## src/design/pwagc_pkg.sv

```systemverilog
// pwagc_pkg: shared widths, register indexes and types for the peak window AGC.
// Used by pwagc_div and peak_window_agc; depends on nothing else.
`default_nettype none

package pwagc_pkg;

   // Field and datapath widths
   localparam int SAMPLE_W   = 16;
   localparam int LEVEL_W    = 15;
   localparam int GAIN_W     = 16;
   localparam int COEFF_W    = 16;
   localparam int FRAC_BITS  = 12;
   localparam int DIVIDEND_W = LEVEL_W + FRAC_BITS;
   localparam int CSR_IDX_W  = 3;

   // Register indexes on the write port
   localparam logic [CSR_IDX_W-1:0] REG_TARGET_LEVEL      = 3'd0;
   localparam logic [CSR_IDX_W-1:0] REG_SILENCE_THRESHOLD = 3'd1;
   localparam logic [CSR_IDX_W-1:0] REG_MIN_GAIN          = 3'd2;
   localparam logic [CSR_IDX_W-1:0] REG_MAX_GAIN          = 3'd3;
   localparam logic [CSR_IDX_W-1:0] REG_ATTACK_COEFF      = 3'd4;
   localparam logic [CSR_IDX_W-1:0] REG_RELEASE_COEFF     = 3'd5;

   // Request into the divider
   typedef struct packed {
      logic                  start;
      logic [DIVIDEND_W-1:0] dividend;
      logic [LEVEL_W-1:0]    divisor;
   } pwagc_div_req_type;

endpackage

`default_nettype wire

```

## src/design/pwagc_div.sv

```systemverilog
// pwagc_div: restoring divider, one quotient bit per cycle, for the target gain.
// Depends on pwagc_pkg for widths and the request struct.
`default_nettype none

module pwagc_div (
   input  wire                                 clock,
   input  wire                                 reset,
   input  pwagc_pkg::pwagc_div_req_type        div_req,
   output logic                                div_done,
   output logic [pwagc_pkg::DIVIDEND_W-1:0]    div_quotient
);
   import pwagc_pkg::*;

   localparam int CNT_W = $clog2(DIVIDEND_W);
   localparam logic [CNT_W-1:0] CNT_LAST = CNT_W'(DIVIDEND_W - 1);

   logic                  busy_ff, busy_in;
   logic                  done_ff, done_in;
   logic [CNT_W-1:0]      cnt_ff, cnt_in;
   logic [DIVIDEND_W-1:0] quo_ff, quo_in;
   logic [LEVEL_W-1:0]    rem_ff, rem_in;
   logic [LEVEL_W-1:0]    dvs_ff, dvs_in;

   logic [LEVEL_W:0]      shifted;
   logic [LEVEL_W+1:0]    trial;

   // One restoring step: shift in the next dividend bit, try the subtract
   always_comb begin
      shifted = {rem_ff, quo_ff[DIVIDEND_W-1]};
      trial   = {1'b0, shifted} - {2'b00, dvs_ff};
   end

   always_comb begin
      busy_in = busy_ff;
      done_in = 1'b0;
      cnt_in  = cnt_ff;
      quo_in  = quo_ff;
      rem_in  = rem_ff;
      dvs_in  = dvs_ff;
      if (div_req.start) begin
         busy_in = 1'b1;
         cnt_in  = '0;
         quo_in  = div_req.dividend;
         rem_in  = '0;
         dvs_in  = div_req.divisor;
      end else if (busy_ff) begin
         if (!trial[LEVEL_W+1]) begin
            rem_in = trial[LEVEL_W-1:0];
            quo_in = {quo_ff[DIVIDEND_W-2:0], 1'b1};
         end else begin
            rem_in = shifted[LEVEL_W-1:0];
            quo_in = {quo_ff[DIVIDEND_W-2:0], 1'b0};
         end
         cnt_in = cnt_ff + CNT_W'(1);
         if (cnt_ff == CNT_LAST) begin
            busy_in = 1'b0;
            done_in = 1'b1;
         end
      end
   end

   // Control state
   always_ff @(posedge clock) begin
      if (reset) begin
         busy_ff <= 1'b0;
         done_ff <= 1'b0;
         cnt_ff  <= '0;
      end else begin
         busy_ff <= busy_in;
         done_ff <= done_in;
         cnt_ff  <= cnt_in;
      end
   end

   // Datapath
   always_ff @(posedge clock) begin
      quo_ff <= quo_in;
      rem_ff <= rem_in;
      dvs_ff <= dvs_in;
   end

   assign div_done     = done_ff;
   assign div_quotient = quo_ff;

endmodule

`default_nettype wire

```

## src/design/peak_window_agc.sv

```systemverilog
// peak_window_agc: peak tracking automatic gain control over framed audio.
// Depends on pwagc_pkg and instantiates pwagc_div.
//
// Use: samples come in on the req_ channel (req_valid/req_ready) one word per
// accepted handshake; req_frame_end marks the last word of a frame, and a frame
// also closes by itself once FRAME_MAX words are held. Gained words leave on the
// rsp_ channel, rsp_out_last on the last word of each frame. Registers are
// written on the csr_ port (csr_we, csr_index, csr_wdata); the user must do so
// only while the block idles, as the block itself does not enforce it. At a
// frame end the block is busy: it stores the frame peak, scans the peak ring,
// checks for silence, runs the bit-serial divider (skipped when silent), then
// clamps and steps the gain through the shared 17x17 multiplier. Each buffered
// word then passes store read, multiply and output load on that same multiplier.
// req_ready is high only while loading; a stalled receiver holds the output
// register and the drain waits. Reset clears the peak ring, fill count, ring
// pointer and gain (unity) and loads register defaults; the frame store needs
// no clearing.
`default_nettype none

module peak_window_agc #(
   parameter int FRAME_MAX     = 64,
   parameter int WINDOW_FRAMES = 10
) (
   input  wire                                     clock,
   input  wire                                     reset,
   // input samples
   input  wire                                     req_valid,
   output logic                                    req_ready,
   input  wire signed [pwagc_pkg::SAMPLE_W-1:0]    req_sample_in,
   input  wire                                     req_frame_end,
   // gained samples
   output logic                                    rsp_valid,
   input  wire                                     rsp_ready,
   output logic signed [pwagc_pkg::SAMPLE_W-1:0]   rsp_sample_out,
   output logic                                    rsp_out_last,
   // register writes
   input  wire                                     csr_we,
   input  wire        [pwagc_pkg::CSR_IDX_W-1:0]   csr_index,
   input  wire        [pwagc_pkg::GAIN_W-1:0]      csr_wdata
);
   import pwagc_pkg::*;

   localparam int AW = (FRAME_MAX > 1) ? $clog2(FRAME_MAX) : 1;
   localparam int CW = $clog2(FRAME_MAX + 1);
   localparam int RW = (WINDOW_FRAMES > 1) ? $clog2(WINDOW_FRAMES) : 1;
   localparam logic [CW-1:0] FRAME_FULL = CW'(FRAME_MAX);
   localparam logic [RW-1:0] RING_LAST  = RW'(WINDOW_FRAMES - 1);
   localparam int MUL_W  = GAIN_W + 1;
   localparam int PROD_W = 2 * MUL_W;

   // Sequencer codes
   localparam logic [3:0] ST_LOAD   = 4'd0;
   localparam logic [3:0] ST_RING   = 4'd1;
   localparam logic [3:0] ST_SCAN   = 4'd2;
   localparam logic [3:0] ST_CHECK  = 4'd3;
   localparam logic [3:0] ST_DIV    = 4'd4;
   localparam logic [3:0] ST_CLAMP  = 4'd5;
   localparam logic [3:0] ST_STEP   = 4'd6;
   localparam logic [3:0] ST_UPDATE = 4'd7;
   localparam logic [3:0] ST_READ   = 4'd8;
   localparam logic [3:0] ST_MULT   = 4'd9;
   localparam logic [3:0] ST_EMIT   = 4'd10;

   // Configuration registers
   logic [LEVEL_W-1:0] target_level_ff;
   logic [LEVEL_W-1:0] silence_thr_ff;
   logic [GAIN_W-1:0]  min_gain_ff;
   logic [GAIN_W-1:0]  max_gain_ff;
   logic [COEFF_W-1:0] attack_coeff_ff;
   logic [COEFF_W-1:0] release_coeff_ff;

   // Sequencer and frame state
   logic [3:0]          state_ff, state_in;
   logic [CW-1:0]       fill_ff, fill_in;
   logic [LEVEL_W-1:0]  peak_ff, peak_in;
   logic [LEVEL_W-1:0]  ring_ff [WINDOW_FRAMES];
   logic [RW-1:0]       ring_ptr_ff, ring_ptr_in;
   logic [RW-1:0]       scan_ff, scan_in;
   logic [LEVEL_W-1:0]  wmax_ff, wmax_in;
   logic [DIVIDEND_W-1:0] target_raw_ff, target_raw_in;
   logic [GAIN_W-1:0]   target_ff, target_in;
   logic                down_ff, down_in;
   logic [GAIN_W-1:0]   gain_ff, gain_in;
   logic [AW-1:0]       idx_ff, idx_in;
   logic signed [PROD_W-1:0] prod_ff, prod_in;

   // Output register
   logic                       rsp_valid_ff, rsp_valid_in;
   logic signed [SAMPLE_W-1:0] rsp_sample_ff, rsp_sample_in;
   logic                       rsp_last_ff, rsp_last_in;

   // Frame store
   logic [SAMPLE_W-1:0] store_mem [FRAME_MAX];
   logic [SAMPLE_W-1:0] rd_data_ff;
   logic                store_we;

   // Divider hookup
   pwagc_div_req_type     div_req;
   logic                  div_done;
   logic [DIVIDEND_W-1:0] div_quotient;

   // Combinational helpers
   logic [SAMPLE_W-1:0]       abs_sample;
   logic [LEVEL_W-1:0]        mag_sample;
   logic                      frame_close;
   logic [DIVIDEND_W-1:0]     clamp_lo;
   logic [GAIN_W:0]           diff;
   logic [GAIN_W-1:0]         diff_mag;
   logic [COEFF_W-1:0]        coeff_sel;
   logic signed [MUL_W-1:0]   mul_a, mul_b;
   logic [GAIN_W-1:0]         step_mag;
   logic [GAIN_W:0]           gain_sum;
   logic [GAIN_W-1:0]         gain_next;
   logic [GAIN_W-1:0]         gain_lo;
   logic signed [PROD_W-1:0]  prod_biased;
   logic signed [PROD_W-1:0]  quot_out;
   logic signed [SAMPLE_W-1:0] sat_out;
   logic                      emit_last;
   logic                      out_free;

   pwagc_div u_div (
      .clock        (clock),
      .reset        (reset),
      .div_req      (div_req),
      .div_done     (div_done),
      .div_quotient (div_quotient)
   );

   // Register writes; unknown indexes drop
   always_ff @(posedge clock) begin
      if (reset) begin
         target_level_ff  <= 15'd16384;
         silence_thr_ff   <= 15'd64;
         min_gain_ff      <= 16'd4096;
         max_gain_ff      <= 16'd40960;
         attack_coeff_ff  <= 16'd6554;
         release_coeff_ff <= 16'd655;
      end else if (csr_we) begin
         unique case (csr_index)
            REG_TARGET_LEVEL:      target_level_ff  <= csr_wdata[LEVEL_W-1:0];
            REG_SILENCE_THRESHOLD: silence_thr_ff   <= csr_wdata[LEVEL_W-1:0];
            REG_MIN_GAIN:          min_gain_ff      <= csr_wdata;
            REG_MAX_GAIN:          max_gain_ff      <= csr_wdata;
            REG_ATTACK_COEFF:      attack_coeff_ff  <= csr_wdata;
            REG_RELEASE_COEFF:     release_coeff_ff <= csr_wdata;
            default: ;
         endcase
      end
   end

   // Input magnitude, with the most negative sample folded to full scale
   always_comb begin
      abs_sample  = req_sample_in[SAMPLE_W-1] ? (~req_sample_in + SAMPLE_W'(1))
                                              : req_sample_in;
      mag_sample  = abs_sample[SAMPLE_W-1] ? {LEVEL_W{1'b1}} : abs_sample[LEVEL_W-1:0];
      frame_close = req_frame_end || (fill_ff + CW'(1) == FRAME_FULL);
   end

   // Gain step arithmetic
   always_comb begin
      clamp_lo  = (target_raw_ff < DIVIDEND_W'(min_gain_ff)) ? DIVIDEND_W'(min_gain_ff)
                                                            : target_raw_ff;
      diff      = {1'b0, target_ff} - {1'b0, gain_ff};
      diff_mag  = diff[GAIN_W] ? (~diff[GAIN_W-1:0] + GAIN_W'(1)) : diff[GAIN_W-1:0];
      coeff_sel = (target_ff < gain_ff) ? attack_coeff_ff : release_coeff_ff;
      step_mag  = prod_ff[2*GAIN_W-1:GAIN_W];
      gain_sum  = {1'b0, gain_ff} + {1'b0, step_mag};
      if (down_ff) begin
         gain_next = (step_mag > gain_ff) ? '0 : (gain_ff - step_mag);
      end else begin
         gain_next = gain_sum[GAIN_W] ? {GAIN_W{1'b1}} : gain_sum[GAIN_W-1:0];
      end
      gain_lo = (gain_next < min_gain_ff) ? min_gain_ff : gain_next;
   end

   // Shared multiplier operands: gain step, or sample times gain
   always_comb begin
      if (state_ff == ST_STEP) begin
         mul_a = {1'b0, coeff_sel};
         mul_b = {1'b0, diff_mag};
      end else begin
         mul_a = {rd_data_ff[SAMPLE_W-1], rd_data_ff};
         mul_b = {1'b0, gain_ff};
      end
   end

   // Scale back by the Q4.12 point toward zero, then saturate
   always_comb begin
      prod_biased = prod_ff[PROD_W-1] ? (prod_ff + PROD_W'((1 << FRAC_BITS) - 1)) : prod_ff;
      quot_out    = prod_biased >>> FRAC_BITS;
      if (quot_out > PROD_W'(32767)) begin
         sat_out = 16'sh7FFF;
      end else if (quot_out < -PROD_W'(32768)) begin
         sat_out = 16'sh8000;
      end else begin
         sat_out = quot_out[SAMPLE_W-1:0];
      end
      emit_last = (CW'(idx_ff) + CW'(1) == fill_ff);
      out_free  = !rsp_valid_ff || rsp_ready;
   end

   assign req_ready = (state_ff == ST_LOAD);
   assign store_we  = req_valid && req_ready;

   // Sequencer
   always_comb begin
      state_in      = state_ff;
      fill_in       = fill_ff;
      peak_in       = peak_ff;
      ring_ptr_in   = ring_ptr_ff;
      scan_in       = scan_ff;
      wmax_in       = wmax_ff;
      target_raw_in = target_raw_ff;
      target_in     = target_ff;
      down_in       = down_ff;
      gain_in       = gain_ff;
      idx_in        = idx_ff;
      prod_in       = prod_ff;
      rsp_valid_in  = rsp_valid_ff && !rsp_ready;
      rsp_sample_in = rsp_sample_ff;
      rsp_last_in   = rsp_last_ff;
      div_req       = '{start: 1'b0,
                        dividend: {target_level_ff, {FRAC_BITS{1'b0}}},
                        divisor: wmax_ff};
      unique case (state_ff)
         ST_LOAD: begin
            // take a word, track the frame peak
            if (store_we) begin
               fill_in = fill_ff + CW'(1);
               if (mag_sample > peak_ff) peak_in = mag_sample;
               if (frame_close) state_in = ST_RING;
            end
         end
         ST_RING: begin
            // advance the ring pointer; the ring write itself is below
            ring_ptr_in = (ring_ptr_ff == RING_LAST) ? '0 : ring_ptr_ff + RW'(1);
            peak_in     = '0;
            scan_in     = '0;
            wmax_in     = '0;
            state_in    = ST_SCAN;
         end
         ST_SCAN: begin
            // one ring entry per cycle into the running maximum
            if (ring_ff[scan_ff] > wmax_ff) wmax_in = ring_ff[scan_ff];
            if (scan_ff == RING_LAST) begin
               state_in = ST_CHECK;
            end else begin
               scan_in = scan_ff + RW'(1);
            end
         end
         ST_CHECK: begin
            // silent window holds the gain
            if (wmax_ff != '0 && wmax_ff >= silence_thr_ff) begin
               div_req.start = 1'b1;
               state_in      = ST_DIV;
            end else begin
               target_raw_in = DIVIDEND_W'(gain_ff);
               state_in      = ST_CLAMP;
            end
         end
         ST_DIV: begin
            if (div_done) begin
               target_raw_in = div_quotient;
               state_in      = ST_CLAMP;
            end
         end
         ST_CLAMP: begin
            // min first, max wins
            target_in = (clamp_lo > DIVIDEND_W'(max_gain_ff)) ? max_gain_ff
                                                              : clamp_lo[GAIN_W-1:0];
            state_in  = ST_STEP;
         end
         ST_STEP: begin
            down_in  = (target_ff < gain_ff);
            prod_in  = mul_a * mul_b;
            state_in = ST_UPDATE;
         end
         ST_UPDATE: begin
            gain_in  = (gain_lo > max_gain_ff) ? max_gain_ff : gain_lo;
            idx_in   = '0;
            state_in = ST_READ;
         end
         ST_READ: begin
            // store read data lands at this edge
            state_in = ST_MULT;
         end
         ST_MULT: begin
            prod_in  = mul_a * mul_b;
            state_in = ST_EMIT;
         end
         ST_EMIT: begin
            // hold until the output register frees up
            if (out_free) begin
               rsp_valid_in  = 1'b1;
               rsp_sample_in = sat_out;
               rsp_last_in   = emit_last;
               if (emit_last) begin
                  fill_in  = '0;
                  state_in = ST_LOAD;
               end else begin
                  idx_in   = idx_ff + AW'(1);
                  state_in = ST_READ;
               end
            end
         end
         default: state_in = ST_LOAD;
      endcase
   end

   // Control state
   always_ff @(posedge clock) begin
      if (reset) begin
         state_ff     <= ST_LOAD;
         fill_ff      <= '0;
         peak_ff      <= '0;
         ring_ptr_ff  <= '0;
         gain_ff      <= 16'd4096;
         rsp_valid_ff <= 1'b0;
      end else begin
         state_ff     <= state_in;
         fill_ff      <= fill_in;
         peak_ff      <= peak_in;
         ring_ptr_ff  <= ring_ptr_in;
         gain_ff      <= gain_in;
         rsp_valid_ff <= rsp_valid_in;
      end
   end

   // Peak ring, cleared at reset
   always_ff @(posedge clock) begin
      if (reset) begin
         for (int i = 0; i < WINDOW_FRAMES; i++) ring_ff[i] <= '0;
      end else if (state_ff == ST_RING) begin
         ring_ff[ring_ptr_ff] <= peak_ff;
      end
   end

   // Datapath registers
   always_ff @(posedge clock) begin
      scan_ff       <= scan_in;
      wmax_ff       <= wmax_in;
      target_raw_ff <= target_raw_in;
      target_ff     <= target_in;
      down_ff       <= down_in;
      idx_ff        <= idx_in;
      prod_ff       <= prod_in;
      rsp_sample_ff <= rsp_sample_in;
      rsp_last_ff   <= rsp_last_in;
   end

   // Frame store: write on load, registered read at the drain index
   always_ff @(posedge clock) begin
      if (store_we) store_mem[fill_ff[AW-1:0]] <= req_sample_in;
      rd_data_ff <= store_mem[idx_ff];
   end

   assign rsp_valid      = rsp_valid_ff;
   assign rsp_sample_out = rsp_sample_ff;
   assign rsp_out_last   = rsp_last_ff;

   // Checks
   a_fill_bound: assert property (@(posedge clock) disable iff (reset)
      fill_ff <= FRAME_FULL)
      else $error("frame fill count beyond frame size");

   a_div_in_wait: assert property (@(posedge clock) disable iff (reset)
      div_done |-> state_ff == ST_DIV)
      else $error("divider finished outside its wait state");

   a_gain_capped: assert property (@(posedge clock) disable iff (reset)
      state_ff == ST_UPDATE |=> gain_ff <= max_gain_ff)
      else $error("gain above max after update");

   a_no_load_while_draining: assert property (@(posedge clock) disable iff (reset)
      (state_ff == ST_EMIT && !out_free) |=> state_ff == ST_EMIT)
      else $error("drain advanced while output register held");

endmodule

`default_nettype wire
```

## config.mk

```make
export PLATFORM = sky130hd
export DESIGN_NAME = peak_window_agc
export DESIGN_NICKNAME = d
export VERILOG_FILES = /design/src/design/pwagc_pkg.sv /design/src/design/pwagc_div.sv /design/src/design/peak_window_agc.sv
export SDC_FILE = /design/constraint.sdc
export NUM_CORES = 2
export LEC_CHECK = 0
export BUFFER_PORTS_ARGS = -buffer_cell sky130_fd_sc_hd__buf_2
export CAP_MARGIN = 20
export CORE_MARGIN = 5
export CORE_UTILIZATION = 30
export CTS_BUF_LIST = sky130_fd_sc_hd__clkbuf_8
export DETAILED_ROUTE_END_ITERATION = 7
export HOLD_SLACK_MARGIN = 0.02
export MAX_ROUTING_LAYER = met4
export SKIP_CTS_REPAIR_TIMING = 1
export SLEW_MARGIN = 0
export SYNTH_ARGS = -nofsm -noshare
export SYNTH_HDL_FRONTEND = slang
export SYNTH_HIERARCHICAL = 1
export SYNTH_SLANG_ARGS = --single-unit
```

## constraint.sdc

```tcl
create_clock -name clock -period 8.45 [get_ports clock]
set_input_delay 0.845 -clock clock [delete_from_list [all_inputs] [get_ports clock]]
set_output_delay 0.845 -clock clock [all_outputs]
set_load 0.005 [all_outputs]
```

==> out/results.ini <==
[setup_path]
cp_data_required_time_ns = 9.11
cp-start-kind = flop
endpoint_kind = flop
cp_slowest_stage_delay_ns = 0.58
crit_family = adder cells
crit_top_cell = fa_1
arrival_ns = 9.08
crit_type = flop to flop
timing.critical_path.buf_inv = 8
crit_fanout = 6
cpMaxStageDelayCell = fa_1

[routing]
vias = 49600
wl_um = 221000
dr.pass1.iters = 6
vias_per_cell = 5.03
drtIter0Drc = 4750
final_antenna_net_count = 0
drc = 0
post_drt_wl_per_cell_um = 22.4

[global_routing]
grt_max_degree = 139
grt_remaining_overflow = 0
antenna_found_initial = 11
grt_usage_pct = 16.0
grt_pass1_wl_um = 328000
grt_pass1_vias = 50300

[final_layout]
layout-drive-gt1-share_pct = 21.2
final_common_cell = edfxtp_1
final_area_mm2 = 0.0926
layout_common_cells = edfxtp_1, inv_1, nand2_1
fill_cells = 25900
area_delta_synth_final_pct = 14.4
nNetsFinal = 6710

[placed_design]
io_buffers = 59
place.gp.congestion = 0.902
post-dp-hpwl_um = 146000
place_area_mm2 = 0.0872

[synth]
ys_seq_area_share_pct = 57.5
synth_edf_count = 1426
ys_async_sr_fraction_pct = 0
synth_area_per_cell_um2 = 14.2
synth.cell_area_mm2 = 0.0809
yosys_warnings = 6
yosysUniqueCellTypes = 103
synth_flop_cell = edfxtp_1
synth-seq-cells = 1609
synth_cells = 5698

[outcome]
status = finished clean

[clock_network]
cts_tree = built
cts_num_sinks = 1609
cts_buffers = 274
cts_max_level = 5
clockRootBuffer = clkbuf_8
clk_pin_slew_ns = 0.06
clock_latency_ns = 0.99
clk_path_buf_depth = 4

[die]
rows = 190
coreArea_mm2 = 0.268
pin_count = 60
die_area_mm2 = 0.280
die_y_um = 529
fp.dieW_um = 529
initial_core_util_pct = 30.2

[timing]
tightest_slew_ns = 1.23
min_period_ns = 8.42
rsz0062_at_grt = true
hold_viol = 0
fmax_mhz = 119
slew_headroom_pct = 16.6
fin_worst_skew_ns = 0.0767
drv_slew = 0
period_share_pct = 99.6
setup_viol = 0

[pwr]
powerDensity_mw_per_mm2 = 195
finalPower_w = 0.0180
leakagePower_nw = 33.0
irDropWorstVdd_uv = 144

[flow_run]
cap_violations = 0

[hold_path]
hp-class = primary input to flop

-- power breakdown --
group	internal, W	switching [W]	total, W	leakage, nW
combinational	0.00108	0.00148	0.00255	15.7
clock	0.00329	0.00309	0.00637	2.81
sequential	0.00892	0.000197	0.00912	14.5
total	0.0133	0.00476	0.0180	33.0
-- cells by family (layout without fill, tap and decap cells) --
kind of cell | after synthesis | after routing | synth area share (%)
flops | 1609 | 1609 | 57.5
buf+inv | 813 | 1405 | 3.89
simple gates | 1394 | 1394 | 7.74
compound gates | 694 | 694 | 5.56
xor+xnor | 118 | 118 | 1.28
fa+ha+maj | 548 | 548 | 11.1
other cells | 1 | 17 | 0.00464
mux | 521 | 521 | 12.9
-- registers in the layout (all words and copies together) (netlist names), 27 cells and up, named ones only --
register            cells
prod_ff                34
ring_ff               240
store_mem            1024
target_raw_ff          27
u_div/div_quotient     27
-- metal layers --
metal	global-route usage [%]	wire length, um	part of all wire, %	vias up
met1	21.6	95100	43	25700
met4	3.90	5010	2.3	0
met2	25.1	105000	48	1848
met3	2.80	16000	7.2	344
li1	-	-	-	21800
met5	-	0	0	-
-- metrics by stage --
step                setup slack [ns]  TNS, ns  std cells  hold slack, ns  util (%)
floorplan                      0.119        0       5709           0.431         -
global placement              -0.195   -0.491       9373           0.440      32.5
detailed placement            -0.149   -0.403       9373           0.445      32.5
CTS                           -0.207   -0.656       9829           0.138      34.3
global route                  -0.275    -1.38       9856           0.160      34.5
finish                        0.0318        0       9858           0.232      34.5
-- cells in the mapped netlist (48+ instances only) --
library cell	n	area (um2)
a21oi_1	232	1160
and2_1	69	432
clkbuf_1	198	743
dfxtp_1	183	3660
edfxtp_1	1426	42800
fa_1	283	5670
ha_1	265	3320
inv_1	549	2060
mux2_2	81	912
mux4_2	411	9260
nand2_1	573	2150
nand3_1	79	395
nor2_1	390	1460
nor3_1	54	270
o21ai_0	114	571
xnor2_1	70	613
xor2_1	48	420
-- final cells by class --
class	count	area (um2)	share of cell area, %
diodes	5	12.5	0.0135
clock buffers	288	3960	4.28
clock inverters	168	823	0.890
inverters	550	2060	2.23
multi-input cells	3287	31600	34.2
flip-flops and latches	1609	46500	50.2
well taps	3552	4440	4.80
repair buffers	399	3120	3.37
-- worst paths after layout --
kind	start	end	slack, ns	cells past startpoint
setup reg to reg	target_ff[0]	prod_ff[33]	0.03	35
hold reg to reg	target_level_ff[2]	target_level_ff[2]	0.45	2
hold / removal	csr_wdata[15]	min_gain_ff[15]	0.23	3
setup / recovery	target_ff[0]	prod_ff[33]	0.03	35
-- worst min-delay path: stages --
cell,delay [ns]
buf_2,0.18
nand2_1,0.08
a21oi_1,0.05
Power figures use the tool's default switching activity.
